[src/hw/rtl/rcsr_pkg.sv]
// Package with shared types, constants and AES helper functions for the rolling-code receiver.
package rcsr_pkg;

   localparam int unsigned AES_ROUNDS = 10;
   localparam logic [7:0] PKT_BYTES = 8'd16;
   localparam logic [31:0] MAX_SKIP_RESET = 32'd50;
   localparam logic [31:0] TIMEOUT_RESET = 32'd3900000;
   localparam int unsigned CSR_ADDR_W = 5;

   localparam logic [CSR_ADDR_W-1:0] REG_KEY_HIGH = 5'd0;
   localparam logic [CSR_ADDR_W-1:0] REG_KEY_LOW = 5'd8;
   localparam logic [CSR_ADDR_W-1:0] REG_MAX_SKIP = 5'd16;
   localparam logic [CSR_ADDR_W-1:0] REG_TIMEOUT = 5'd24;

   localparam logic [1:0] ST_ACCEPTED = 2'd0;
   localparam logic [1:0] ST_REPLAY = 2'd1;
   localparam logic [1:0] ST_DESYNC = 2'd2;
   localparam logic [1:0] ST_HB_LOST = 2'd3;

   typedef logic [127:0] block_type;

   // Last round key of the all-zero key, which is the key after reset.
   localparam block_type LAST_KEY_RESET = 128'hb4ef5bcb_3e92e211_23e951cf_6f8f188e;

   // Control carried down the cell chain next to the data.
   typedef struct packed {
      logic valid;
      logic is_tick;
      logic len_ok;
   } ctl_type;

   typedef struct packed {
      logic [1:0] status;
      logic [31:0] code_word;
      logic [7:0] event_code;
      logic [31:0] tilt_x_bits;
      logic [31:0] tilt_y_bits;
   } rsp_type;

   typedef struct packed {
      logic req_type;
      logic [63:0] block_high;
      logic [63:0] block_low;
      logic [7:0] packet_length;
   } req_type_type;

   function automatic logic [7:0] xtime(input logic [7:0] a);
      return {a[6:0], 1'b0} ^ (a[7] ? 8'h1b : 8'h00);
   endfunction

   function automatic logic [7:0] gf_mul(input logic [7:0] a, input logic [7:0] b);
      logic [7:0] r;
      logic [7:0] x;
      r = 8'h00;
      x = a;
      for (int i = 0; i < 8; i++) begin
         if (b[i]) r = r ^ x;
         x = xtime(x);
      end
      return r;
   endfunction

   localparam logic [7:0] SBOX [256] = '{
      8'h63,8'h7c,8'h77,8'h7b,8'hf2,8'h6b,8'h6f,8'hc5,8'h30,8'h01,8'h67,8'h2b,8'hfe,8'hd7,8'hab,8'h76,
      8'hca,8'h82,8'hc9,8'h7d,8'hfa,8'h59,8'h47,8'hf0,8'had,8'hd4,8'ha2,8'haf,8'h9c,8'ha4,8'h72,8'hc0,
      8'hb7,8'hfd,8'h93,8'h26,8'h36,8'h3f,8'hf7,8'hcc,8'h34,8'ha5,8'he5,8'hf1,8'h71,8'hd8,8'h31,8'h15,
      8'h04,8'hc7,8'h23,8'hc3,8'h18,8'h96,8'h05,8'h9a,8'h07,8'h12,8'h80,8'he2,8'heb,8'h27,8'hb2,8'h75,
      8'h09,8'h83,8'h2c,8'h1a,8'h1b,8'h6e,8'h5a,8'ha0,8'h52,8'h3b,8'hd6,8'hb3,8'h29,8'he3,8'h2f,8'h84,
      8'h53,8'hd1,8'h00,8'hed,8'h20,8'hfc,8'hb1,8'h5b,8'h6a,8'hcb,8'hbe,8'h39,8'h4a,8'h4c,8'h58,8'hcf,
      8'hd0,8'hef,8'haa,8'hfb,8'h43,8'h4d,8'h33,8'h85,8'h45,8'hf9,8'h02,8'h7f,8'h50,8'h3c,8'h9f,8'ha8,
      8'h51,8'ha3,8'h40,8'h8f,8'h92,8'h9d,8'h38,8'hf5,8'hbc,8'hb6,8'hda,8'h21,8'h10,8'hff,8'hf3,8'hd2,
      8'hcd,8'h0c,8'h13,8'hec,8'h5f,8'h97,8'h44,8'h17,8'hc4,8'ha7,8'h7e,8'h3d,8'h64,8'h5d,8'h19,8'h73,
      8'h60,8'h81,8'h4f,8'hdc,8'h22,8'h2a,8'h90,8'h88,8'h46,8'hee,8'hb8,8'h14,8'hde,8'h5e,8'h0b,8'hdb,
      8'he0,8'h32,8'h3a,8'h0a,8'h49,8'h06,8'h24,8'h5c,8'hc2,8'hd3,8'hac,8'h62,8'h91,8'h95,8'he4,8'h79,
      8'he7,8'hc8,8'h37,8'h6d,8'h8d,8'hd5,8'h4e,8'ha9,8'h6c,8'h56,8'hf4,8'hea,8'h65,8'h7a,8'hae,8'h08,
      8'hba,8'h78,8'h25,8'h2e,8'h1c,8'ha6,8'hb4,8'hc6,8'he8,8'hdd,8'h74,8'h1f,8'h4b,8'hbd,8'h8b,8'h8a,
      8'h70,8'h3e,8'hb5,8'h66,8'h48,8'h03,8'hf6,8'h0e,8'h61,8'h35,8'h57,8'hb9,8'h86,8'hc1,8'h1d,8'h9e,
      8'he1,8'hf8,8'h98,8'h11,8'h69,8'hd9,8'h8e,8'h94,8'h9b,8'h1e,8'h87,8'he9,8'hce,8'h55,8'h28,8'hdf,
      8'h8c,8'ha1,8'h89,8'h0d,8'hbf,8'he6,8'h42,8'h68,8'h41,8'h99,8'h2d,8'h0f,8'hb0,8'h54,8'hbb,8'h16
   };

   localparam logic [7:0] INV_SBOX [256] = '{
      8'h52,8'h09,8'h6a,8'hd5,8'h30,8'h36,8'ha5,8'h38,8'hbf,8'h40,8'ha3,8'h9e,8'h81,8'hf3,8'hd7,8'hfb,
      8'h7c,8'he3,8'h39,8'h82,8'h9b,8'h2f,8'hff,8'h87,8'h34,8'h8e,8'h43,8'h44,8'hc4,8'hde,8'he9,8'hcb,
      8'h54,8'h7b,8'h94,8'h32,8'ha6,8'hc2,8'h23,8'h3d,8'hee,8'h4c,8'h95,8'h0b,8'h42,8'hfa,8'hc3,8'h4e,
      8'h08,8'h2e,8'ha1,8'h66,8'h28,8'hd9,8'h24,8'hb2,8'h76,8'h5b,8'ha2,8'h49,8'h6d,8'h8b,8'hd1,8'h25,
      8'h72,8'hf8,8'hf6,8'h64,8'h86,8'h68,8'h98,8'h16,8'hd4,8'ha4,8'h5c,8'hcc,8'h5d,8'h65,8'hb6,8'h92,
      8'h6c,8'h70,8'h48,8'h50,8'hfd,8'hed,8'hb9,8'hda,8'h5e,8'h15,8'h46,8'h57,8'ha7,8'h8d,8'h9d,8'h84,
      8'h90,8'hd8,8'hab,8'h00,8'h8c,8'hbc,8'hd3,8'h0a,8'hf7,8'he4,8'h58,8'h05,8'hb8,8'hb3,8'h45,8'h06,
      8'hd0,8'h2c,8'h1e,8'h8f,8'hca,8'h3f,8'h0f,8'h02,8'hc1,8'haf,8'hbd,8'h03,8'h01,8'h13,8'h8a,8'h6b,
      8'h3a,8'h91,8'h11,8'h41,8'h4f,8'h67,8'hdc,8'hea,8'h97,8'hf2,8'hcf,8'hce,8'hf0,8'hb4,8'he6,8'h73,
      8'h96,8'hac,8'h74,8'h22,8'he7,8'had,8'h35,8'h85,8'he2,8'hf9,8'h37,8'he8,8'h1c,8'h75,8'hdf,8'h6e,
      8'h47,8'hf1,8'h1a,8'h71,8'h1d,8'h29,8'hc5,8'h89,8'h6f,8'hb7,8'h62,8'h0e,8'haa,8'h18,8'hbe,8'h1b,
      8'hfc,8'h56,8'h3e,8'h4b,8'hc6,8'hd2,8'h79,8'h20,8'h9a,8'hdb,8'hc0,8'hfe,8'h78,8'hcd,8'h5a,8'hf4,
      8'h1f,8'hdd,8'ha8,8'h33,8'h88,8'h07,8'hc7,8'h31,8'hb1,8'h12,8'h10,8'h59,8'h27,8'h80,8'hec,8'h5f,
      8'h60,8'h51,8'h7f,8'ha9,8'h19,8'hb5,8'h4a,8'h0d,8'h2d,8'he5,8'h7a,8'h9f,8'h93,8'hc9,8'h9c,8'hef,
      8'ha0,8'he0,8'h3b,8'h4d,8'hae,8'h2a,8'hf5,8'hb0,8'hc8,8'heb,8'hbb,8'h3c,8'h83,8'h53,8'h99,8'h61,
      8'h17,8'h2b,8'h04,8'h7e,8'hba,8'h77,8'hd6,8'h26,8'he1,8'h69,8'h14,8'h63,8'h55,8'h21,8'h0c,8'h7d
   };

   // Byte i of a 128-bit block, byte 0 in the top bits.
   function automatic logic [7:0] byte_of(input block_type b, input int i);
      return b[127-8*i -: 8];
   endfunction

   localparam logic [7:0] RCON [11] = '{
      8'h8d,8'h01,8'h02,8'h04,8'h08,8'h10,8'h20,8'h40,8'h80,8'h1b,8'h36
   };

   // Next round key of the forward schedule; rcon for the round being made.
   function automatic block_type key_next(input block_type k, input logic [7:0] rc);
      logic [31:0] w0, w1, w2, w3, t;
      w0 = k[127:96];
      w1 = k[95:64];
      w2 = k[63:32];
      w3 = k[31:0];
      t = {SBOX[w3[23:16]] ^ rc, SBOX[w3[15:8]], SBOX[w3[7:0]], SBOX[w3[31:24]]};
      w0 = w0 ^ t;
      w1 = w1 ^ w0;
      w2 = w2 ^ w1;
      w3 = w3 ^ w2;
      return {w0, w1, w2, w3};
   endfunction

   // Previous round key, given round key r and the rcon used to make it.
   function automatic block_type key_prev(input block_type k, input logic [7:0] rc);
      logic [31:0] w0, w1, w2, w3, p0, p1, p2, p3, t;
      w0 = k[127:96];
      w1 = k[95:64];
      w2 = k[63:32];
      w3 = k[31:0];
      p3 = w3 ^ w2;
      p2 = w2 ^ w1;
      p1 = w1 ^ w0;
      t = {SBOX[p3[23:16]] ^ rc, SBOX[p3[15:8]], SBOX[p3[7:0]], SBOX[p3[31:24]]};
      p0 = w0 ^ t;
      return {p0, p1, p2, p3};
   endfunction

   function automatic block_type inv_shift_sub(input block_type s);
      block_type t;
      for (int c = 0; c < 4; c++) begin
         for (int r = 0; r < 4; r++) begin
            t[127-8*(4*c+r) -: 8] = INV_SBOX[byte_of(s, 4*((c+4-r)%4)+r)];
         end
      end
      return t;
   endfunction

   function automatic block_type inv_mix(input block_type s);
      block_type t;
      logic [7:0] a0, a1, a2, a3;
      for (int c = 0; c < 4; c++) begin
         a0 = byte_of(s, 4*c);
         a1 = byte_of(s, 4*c+1);
         a2 = byte_of(s, 4*c+2);
         a3 = byte_of(s, 4*c+3);
         t[127-8*(4*c) -: 8] = gf_mul(a0, 8'd14) ^ gf_mul(a1, 8'd11) ^ gf_mul(a2, 8'd13)
            ^ gf_mul(a3, 8'd9);
         t[127-8*(4*c+1) -: 8] = gf_mul(a0, 8'd9) ^ gf_mul(a1, 8'd14) ^ gf_mul(a2, 8'd11)
            ^ gf_mul(a3, 8'd13);
         t[127-8*(4*c+2) -: 8] = gf_mul(a0, 8'd13) ^ gf_mul(a1, 8'd9) ^ gf_mul(a2, 8'd14)
            ^ gf_mul(a3, 8'd11);
         t[127-8*(4*c+3) -: 8] = gf_mul(a0, 8'd11) ^ gf_mul(a1, 8'd13) ^ gf_mul(a2, 8'd9)
            ^ gf_mul(a3, 8'd14);
      end
      return t;
   endfunction

endpackage

[src/hw/rtl/rcsr_if.sv]
// Valid/ready channel interface carrying one payload beat.
interface rcsr_if #(
   parameter type payload_type = logic
) (
   input logic clock
);
   logic valid;
   logic ready;
   payload_type payload;

   modport source (output valid, output payload, input ready);
   modport sink (input valid, input payload, output ready);
endinterface

[src/hw/rtl/rcsr_key_sched.sv]
// Key schedule: derives the last round key from the configured key whenever the key changes.
module rcsr_key_sched
   import rcsr_pkg::*;
(
   input logic clock,
   input logic reset,
   input block_type key,
   output block_type last_key
);
   // The user changes the key only while idle; the block itself does not enforce
   // this. Each change restarts a ten-step registered walk, one round key per cycle.
   // Reset loads the result for the all-zero key directly.
   block_type walk_ff, walk_in;
   block_type last_ff, last_in;
   logic [3:0] step_ff, step_in;
   block_type seen_ff;

   always_comb begin
      walk_in = walk_ff;
      step_in = step_ff;
      last_in = last_ff;
      if (seen_ff != key) begin
         walk_in = key;
         step_in = 4'd1;
      end else if (step_ff != 4'd0) begin
         walk_in = key_next(walk_ff, RCON[step_ff]);
         if (step_ff == 4'(AES_ROUNDS)) begin
            step_in = 4'd0;
            last_in = key_next(walk_ff, RCON[step_ff]);
         end else begin
            step_in = step_ff + 4'd1;
         end
      end
   end

   always_ff @(posedge clock) begin
      if (reset) begin
         seen_ff <= '0;
         walk_ff <= '0;
         step_ff <= 4'd0;
         last_ff <= LAST_KEY_RESET;
      end else begin
         seen_ff <= key;
         walk_ff <= walk_in;
         step_ff <= step_in;
         last_ff <= last_in;
      end
   end

   assign last_key = last_ff;
endmodule

[src/hw/rtl/rcsr_round_cell.sv]
// One inverse AES round cell: holds a state and round key, passes both on each cycle that advance is high.
module rcsr_round_cell
   import rcsr_pkg::*;
#(
   parameter int unsigned ROUND = 9
) (
   input logic clock,
   input logic reset,
   input logic advance,
   input ctl_type ctl_i,
   input block_type state_i,
   input block_type rkey_i,
   output ctl_type ctl_o,
   output block_type state_o,
   output block_type rkey_o
);
   ctl_type ctl_ff;
   block_type state_ff, state_in;
   block_type rkey_ff, rkey_in;

   // Round key r comes from key r+1 and the rcon that produced it.
   always_comb begin
      rkey_in = key_prev(rkey_i, RCON[ROUND+1]);
      state_in = inv_shift_sub(state_i) ^ rkey_in;
      if (ROUND != 0) state_in = inv_mix(state_in);
   end

   always_ff @(posedge clock) begin
      if (reset) begin
         ctl_ff <= '0;
      end else if (advance) begin
         ctl_ff <= ctl_i;
      end
      if (advance) begin
         state_ff <= state_in;
         rkey_ff <= rkey_in;
      end
   end

   assign ctl_o = ctl_ff;
   assign state_o = state_ff;
   assign rkey_o = rkey_ff;
endmodule

[src/hw/rtl/rcsr_check.sv]
// Rolling-code and watchdog check at the end of the chain, with output register.
module rcsr_check
   import rcsr_pkg::*;
(
   input logic clock,
   input logic reset,
   input ctl_type ctl_i,
   input block_type plain_i,
   input logic [31:0] max_skip,
   input logic [31:0] timeout_ticks,
   input logic out_ready,
   output logic advance,
   output logic out_valid,
   output rsp_type out_data
);
   logic [31:0] last_code_ff, last_code_in;
   logic [31:0] ticks_ff, ticks_in;
   logic valid_ff, valid_in;
   rsp_type data_ff, data_in;
   logic take;
   logic [31:0] code, diff, tick_sat;

   assign advance = !valid_ff || out_ready;
   assign take = ctl_i.valid && advance;

   always_comb begin
      code = {plain_i[103:96], plain_i[111:104], plain_i[119:112], plain_i[127:120]};
      diff = code - last_code_ff;
      tick_sat = (ticks_ff == '1) ? ticks_ff : ticks_ff + 32'd1;
      last_code_in = last_code_ff;
      ticks_in = ticks_ff;
      valid_in = valid_ff && !out_ready;
      data_in = data_ff;
      if (take) begin
         if (ctl_i.is_tick) begin
            if (tick_sat > timeout_ticks) begin
               ticks_in = '0;
               valid_in = 1'b1;
               data_in = '{status: ST_HB_LOST, default: '0};
            end else begin
               ticks_in = tick_sat;
            end
         end else if (ctl_i.len_ok) begin
            valid_in = 1'b1;
            data_in.code_word = code;
            data_in.event_code = plain_i[95:88];
            data_in.tilt_x_bits = {plain_i[39:32], plain_i[47:40], plain_i[55:48],
               plain_i[63:56]};
            data_in.tilt_y_bits = {plain_i[7:0], plain_i[15:8], plain_i[23:16],
               plain_i[31:24]};
            if (last_code_ff != '0 && code <= last_code_ff) begin
               data_in.status = ST_REPLAY;
            end else if (last_code_ff != '0 && diff > max_skip) begin
               data_in.status = ST_DESYNC;
            end else begin
               data_in.status = ST_ACCEPTED;
               last_code_in = code;
               ticks_in = '0;
            end
         end
      end
   end

   always_ff @(posedge clock) begin
      if (reset) begin
         last_code_ff <= '0;
         ticks_ff <= '0;
         valid_ff <= 1'b0;
      end else begin
         last_code_ff <= last_code_in;
         ticks_ff <= ticks_in;
         valid_ff <= valid_in;
      end
      data_ff <= data_in;
   end

   assign out_valid = valid_ff;
   assign out_data = data_ff;
endmodule

[src/hw/rtl/rolling_code_secure_receiver.sv]
// Top level of the rolling-code secure receiver.
// Each beat passes a chain of ten inverse-round cells and then the check stage's
// output register; one beat is taken every cycle while the result side keeps
// up, so throughput is one item per clock. A key write is absorbed by the key
// schedule through its registered walk; configure while no beats are in flight. Tick
// beats travel the same chain so results keep the order of arrival. The
// configuration port takes 64-bit registers at byte addresses 0, 8, 16 and 24.
module rolling_code_secure_receiver
   import rcsr_pkg::*;
(
   input logic clock,
   input logic reset,
   rcsr_if.sink req,
   rcsr_if.source rsp,
   input logic csr_psel,
   input logic csr_penable,
   input logic csr_pwrite,
   input logic [CSR_ADDR_W-1:0] csr_paddr,
   input logic [63:0] csr_pwdata,
   output logic [63:0] csr_prdata,
   output logic csr_pready
);
   logic [63:0] key_high_ff, key_low_ff;
   logic [31:0] max_skip_ff, timeout_ff;
   block_type last_key;
   logic advance;
   logic out_valid;
   rsp_type out_data;
   req_type_type rq;

   ctl_type ctl_c [AES_ROUNDS+1];
   block_type state_c [AES_ROUNDS+1];
   block_type rkey_c [AES_ROUNDS+1];

   assign csr_pready = 1'b1;
   always_ff @(posedge clock) begin
      if (reset) begin
         key_high_ff <= '0;
         key_low_ff <= '0;
         max_skip_ff <= MAX_SKIP_RESET;
         timeout_ff <= TIMEOUT_RESET;
      end else if (csr_psel && csr_penable && csr_pwrite) begin
         case (csr_paddr)
            REG_KEY_HIGH: key_high_ff <= csr_pwdata;
            REG_KEY_LOW: key_low_ff <= csr_pwdata;
            REG_MAX_SKIP: max_skip_ff <= csr_pwdata[31:0];
            REG_TIMEOUT: timeout_ff <= csr_pwdata[31:0];
            default: ;
         endcase
      end
   end

   always_comb begin
      case (csr_paddr)
         REG_KEY_HIGH: csr_prdata = key_high_ff;
         REG_KEY_LOW: csr_prdata = key_low_ff;
         REG_MAX_SKIP: csr_prdata = {32'd0, max_skip_ff};
         REG_TIMEOUT: csr_prdata = {32'd0, timeout_ff};
         default: csr_prdata = '0;
      endcase
   end

   rcsr_key_sched u_key (
      .clock(clock),
      .reset(reset),
      .key({key_high_ff, key_low_ff}),
      .last_key(last_key)
   );

   assign rq = req.payload;
   assign req.ready = advance;
   assign ctl_c[0] = '{valid: req.valid, is_tick: rq.req_type,
      len_ok: (rq.packet_length == PKT_BYTES)};
   assign state_c[0] = {rq.block_high, rq.block_low} ^ last_key;
   assign rkey_c[0] = last_key;

   for (genvar g = 0; g < AES_ROUNDS; g++) begin : g_cell
      rcsr_round_cell #(.ROUND(AES_ROUNDS - 1 - g)) u_cell (
         .clock(clock),
         .reset(reset),
         .advance(advance),
         .ctl_i(ctl_c[g]),
         .state_i(state_c[g]),
         .rkey_i(rkey_c[g]),
         .ctl_o(ctl_c[g+1]),
         .state_o(state_c[g+1]),
         .rkey_o(rkey_c[g+1])
      );
   end

   rcsr_check u_check (
      .clock(clock),
      .reset(reset),
      .ctl_i(ctl_c[AES_ROUNDS]),
      .plain_i(state_c[AES_ROUNDS]),
      .max_skip(max_skip_ff),
      .timeout_ticks(timeout_ff),
      .out_ready(rsp.ready),
      .advance(advance),
      .out_valid(out_valid),
      .out_data(out_data)
   );

   assign rsp.valid = out_valid;
   assign rsp.payload = out_data;
endmodule
[src/flat_wrapper.sv]
// flat-port wrapper written by rule: the top's interface ports become plain ports
module rolling_code_secure_receiver_flat import rcsr_pkg::*;
  (clock, reset, csr_psel, csr_penable, csr_pwrite, csr_paddr, csr_pwdata, csr_prdata, csr_pready, req_valid, req_payload, req_ready, rsp_valid, rsp_payload, rsp_ready);
  rcsr_if req_i (.clock(clock));
  rcsr_if rsp_i (.clock(clock));
  input logic clock;
  input logic reset;
  input logic csr_psel;
  input logic csr_penable;
  input logic csr_pwrite;
  input logic [CSR_ADDR_W-1:0] csr_paddr;
  input logic [63:0] csr_pwdata;
  output logic [63:0] csr_prdata;
  output logic csr_pready;
  input wire logic [$bits(req_i.valid)-1:0] req_valid;
  input wire logic [$bits(req_i.payload)-1:0] req_payload;
  output wire logic [$bits(req_i.ready)-1:0] req_ready;
  output wire logic [$bits(rsp_i.valid)-1:0] rsp_valid;
  output wire logic [$bits(rsp_i.payload)-1:0] rsp_payload;
  input wire logic [$bits(rsp_i.ready)-1:0] rsp_ready;
  assign req_i.valid = req_valid;
  assign req_i.payload = req_payload;
  assign req_ready = req_i.ready;
  assign rsp_valid = rsp_i.valid;
  assign rsp_payload = rsp_i.payload;
  assign rsp_i.ready = rsp_ready;
  rolling_code_secure_receiver u_core (.clock(clock), .reset(reset), .req(req_i), .rsp(rsp_i), .csr_psel(csr_psel), .csr_penable(csr_penable), .csr_pwrite(csr_pwrite), .csr_paddr(csr_paddr), .csr_pwdata(csr_pwdata), .csr_prdata(csr_prdata), .csr_pready(csr_pready));
endmodule
[config.mk]
export PLATFORM = sky130hd
export DESIGN_NAME = rolling_code_secure_receiver_flat
export DESIGN_NICKNAME = d
export VERILOG_FILES = /design/src/hw/rtl/rcsr_pkg.sv /design/src/hw/rtl/rcsr_if.sv /design/src/hw/rtl/rcsr_key_sched.sv /design/src/hw/rtl/rcsr_round_cell.sv /design/src/hw/rtl/rcsr_check.sv /design/src/hw/rtl/rolling_code_secure_receiver.sv /design/src/flat_wrapper.sv
export SDC_FILE = /design/constraint.sdc
export NUM_CORES = 1
export LEC_CHECK = 0
export ABC_AREA = 1
export BUFFER_PORTS_ARGS = -buffer_cell sky130_fd_sc_hd__buf_2
export CORE_MARGIN = 2
export CORE_UTILIZATION = 58
export CTS_CLUSTER_DIAMETER = 100
export DETAILED_ROUTE_END_ITERATION = 6
export PLACE_DENSITY = 0.81
export SLEW_MARGIN = 15
export SYNTH_ARGS = -nofsm -noshare
export SYNTH_HDL_FRONTEND = slang
export SYNTH_SLANG_ARGS = --single-unit
[constraint.sdc]
create_clock -name clock -period 2.22 [get_ports clock]
set_clock_uncertainty 0.1 [all_clocks]
set_input_delay 0.111 -clock clock [delete_from_list [all_inputs] [get_ports clock]]
set_output_delay 0.111 -clock clock [all_outputs]
set_load 0.03 [all_outputs]
==> reports/metrics.yaml <==
ctsLongestPathBuffers: 2
slew_headroom: 0.629
finalHoldViolCount: 0
dr.pass1.iters: 5
power_mw: 7.50
root_buffer: "clkbuf_16"
ys_seq_elements: 193
wl_um: 24800
gp_congestion: 0.806
startpoint: "csr_paddr[1]"
yosysWarnings: 0
syn_inst: 1548
leakagePower_nw: 5.69
io_buffers: 140
crit_fanout: 67
synth_seq_area_share: 0.405
layout_commonest_cell: "nand2_1"
worstReg2RegStart: "u_core.u_check.out_valid$_SDFF_PP0_"
period_needed_ns: 1.86
via_count: 9894
pre_cts_slack_ns: 0.417
synth.net_count: 1625
fmax_mhz: 538
r2r_end: "u_core.u_check.out_valid$_SDFF_PP0_"
setup_viol_count_final: 0
insertion_delay_ns: 0.43
critPathCapture: "csr_prdata[1]"
slew_violations: 0
drt-vias-per-instance: 5.17
synth.avg_cell_area_um2: 6.16
rr_worst_depth: 3
tritoncts: "yes"
core_area_um2: 16000
rsz0062_at_grt: "false"
grt_util_all_layers: 0.285
synth_cell_type_count: 16
use_met3: 0.0427
period_share: 0.837
drt_iter0_drc: 887
synth_area_leaders: "dfxtp_1 41%, nand2_1 18%, nor2_1 14%"
fin_tns_setup_ns: 0
top_usage_layer: "met2"
critPathRequiredTime_ns: 2.01
critPathLaunchType: "primary input"
finalInstanceArea_um2: 11700
layout_setup_ws_ns: 0.361
ant_nets: 0
grt_pass1_vias: 8922
final_cells: 1915
drc: 0
irDropWorstVdd_uv: 536
place_area_um2: 10400
yosysTopAreaCell: "dfxtp_1"
syn_area_um2: 9530
io_pins: 145
final_cell_mix: "465 x nand2_1, 363 x nor2_1, 193 x dfxtp_1"
die-area_um2: 17500
crit_arrival_ns: 1.65
use_met1: 0.367
status: "completed"
clock-sinks: 193
wl_per_cell_um: 13.0
cts_htree_levels: 4
worstMarginPinSlew_ns: 0.556
final_util: 0.730
critPathCaptureType: "primary output"
numCtsBuffers: 17
antenna_cells: 0
initial_core_util: 0.596
die_h_um: 132
num_rows: 46
hold_class: "in2reg"
powerDensity_nw_per_um2: 642
fp.dieW_um: 132
synthToLayoutAreaGrowth_pct: 22.6
drive_gt1_frac: 0.127
hpwl_um: 14100
holdWs_ns: 0.0426
grt_max_degree: 98
fillers: 1345
use_met2: 0.478
reg2reg_slack_ns: 1.04
antenna_found_initial: 0
dp.cells: 1817
grt-ovfl-total: 0
drv_cap: 0
yosysTopAreaCellShare: 0.405
grt_pass1_wl_um: 41800
path_clk_slew_ns: 0.07
criticalPathCategory: "in2out"
final_net_count: 1763
==> where the power goes <==
group | switching, mW | internal [mW] | total, mW
Clock | 1.36 | 2.06 | 3.42
Combinational | 0.372 | 0.227 | 0.599
Sequential | 0.00686 | 3.47 | 3.48
==> Yosys cell counts <==
| library cell | n |
|---|---|
| nor2_1 | 367 |
| nand3_2 | 1 |
| conb_1 | 2 |
| buf_1 | 13 |
| dfxtp_1 | 193 |
| buf_4 | 4 |
| nand2_2 | 1 |
| buf_2 | 46 |
| nor3_4 | 1 |
| inv_1 | 137 |
| nand2_1 | 465 |
| buf_6 | 6 |
| nand4_1 | 87 |
| clkbuf_1 | 48 |
| nor2_2 | 4 |
| nand3_1 | 173 |
==> cells by family after synthesis <==
group         synth area share
simple gates             0.482
buf+inv                  0.112
other cells           0.000788
flops                    0.405
==> per-layer routing <==
layer	vias up	routed length, µm
met2	310	12000
met1	4477	10800
met3	58	1360
met4	0	697
li1	5049	-
met5	-	0
==> worst max-delay path: stages <==
cell	delay, ns
buf_2	0.11
nor2_2	0.23
nand2_2	0.17
nor2_4	0.19
buf_12	0.30
nand2_1	0.09
nand2_1	0.08
inv_1	0.04
nand2_1	0.10
buf_2	0.22
==> worst min path at each step <==
stage               depth (start not counted)           start                                   to  slack, ns
floorplan                                   1           reset  u_core.u_check.out_valid$_SDFF_PP0_       0.08
global placement                            3  csr_pwdata[15]   u_core.timeout_ff[15]$_SDFFE_PP1P_       0.22
detailed placement                          3  csr_pwdata[15]   u_core.timeout_ff[15]$_SDFFE_PP1P_       0.23
CTS                                         4    csr_paddr[4]   u_core.timeout_ff[31]$_SDFFE_PP0P_       0.03
global route                                4    csr_paddr[4]   u_core.timeout_ff[31]$_SDFFE_PP0P_       0.07
finish                                      4    csr_paddr[4]   u_core.timeout_ff[31]$_SDFFE_PP0P_       0.04
==> state kept, by name, indices dropped and copies added (netlist names) <==
signal and cells:
u_core.key_high_ff 64, u_core.key_low_ff 64, u_core.max_skip_ff 32, u_core.timeout_ff 32, u_core.u_check.out_valid 1
==> layout make-up <==
class	count	area, µm²	area share
inverters	137	522	0.0447
clock buffers	19	453	0.0388
well taps	216	270	0.0231
repair buffers	236	1720	0.148
multi-input cells	1101	4640	0.397
clock inverters	13	208	0.0178
flip-flops and latches	193	3860	0.331
==> repair_timing <==
item,in CTS,in global routing
setup endpoints to repair,0,0
hold endpoints to repair,191,0
gates resized for setup,0,0
buffers inserted,0,0
hold buffers,66,0
No activity file was read; power rests on OpenSTA's default activity.
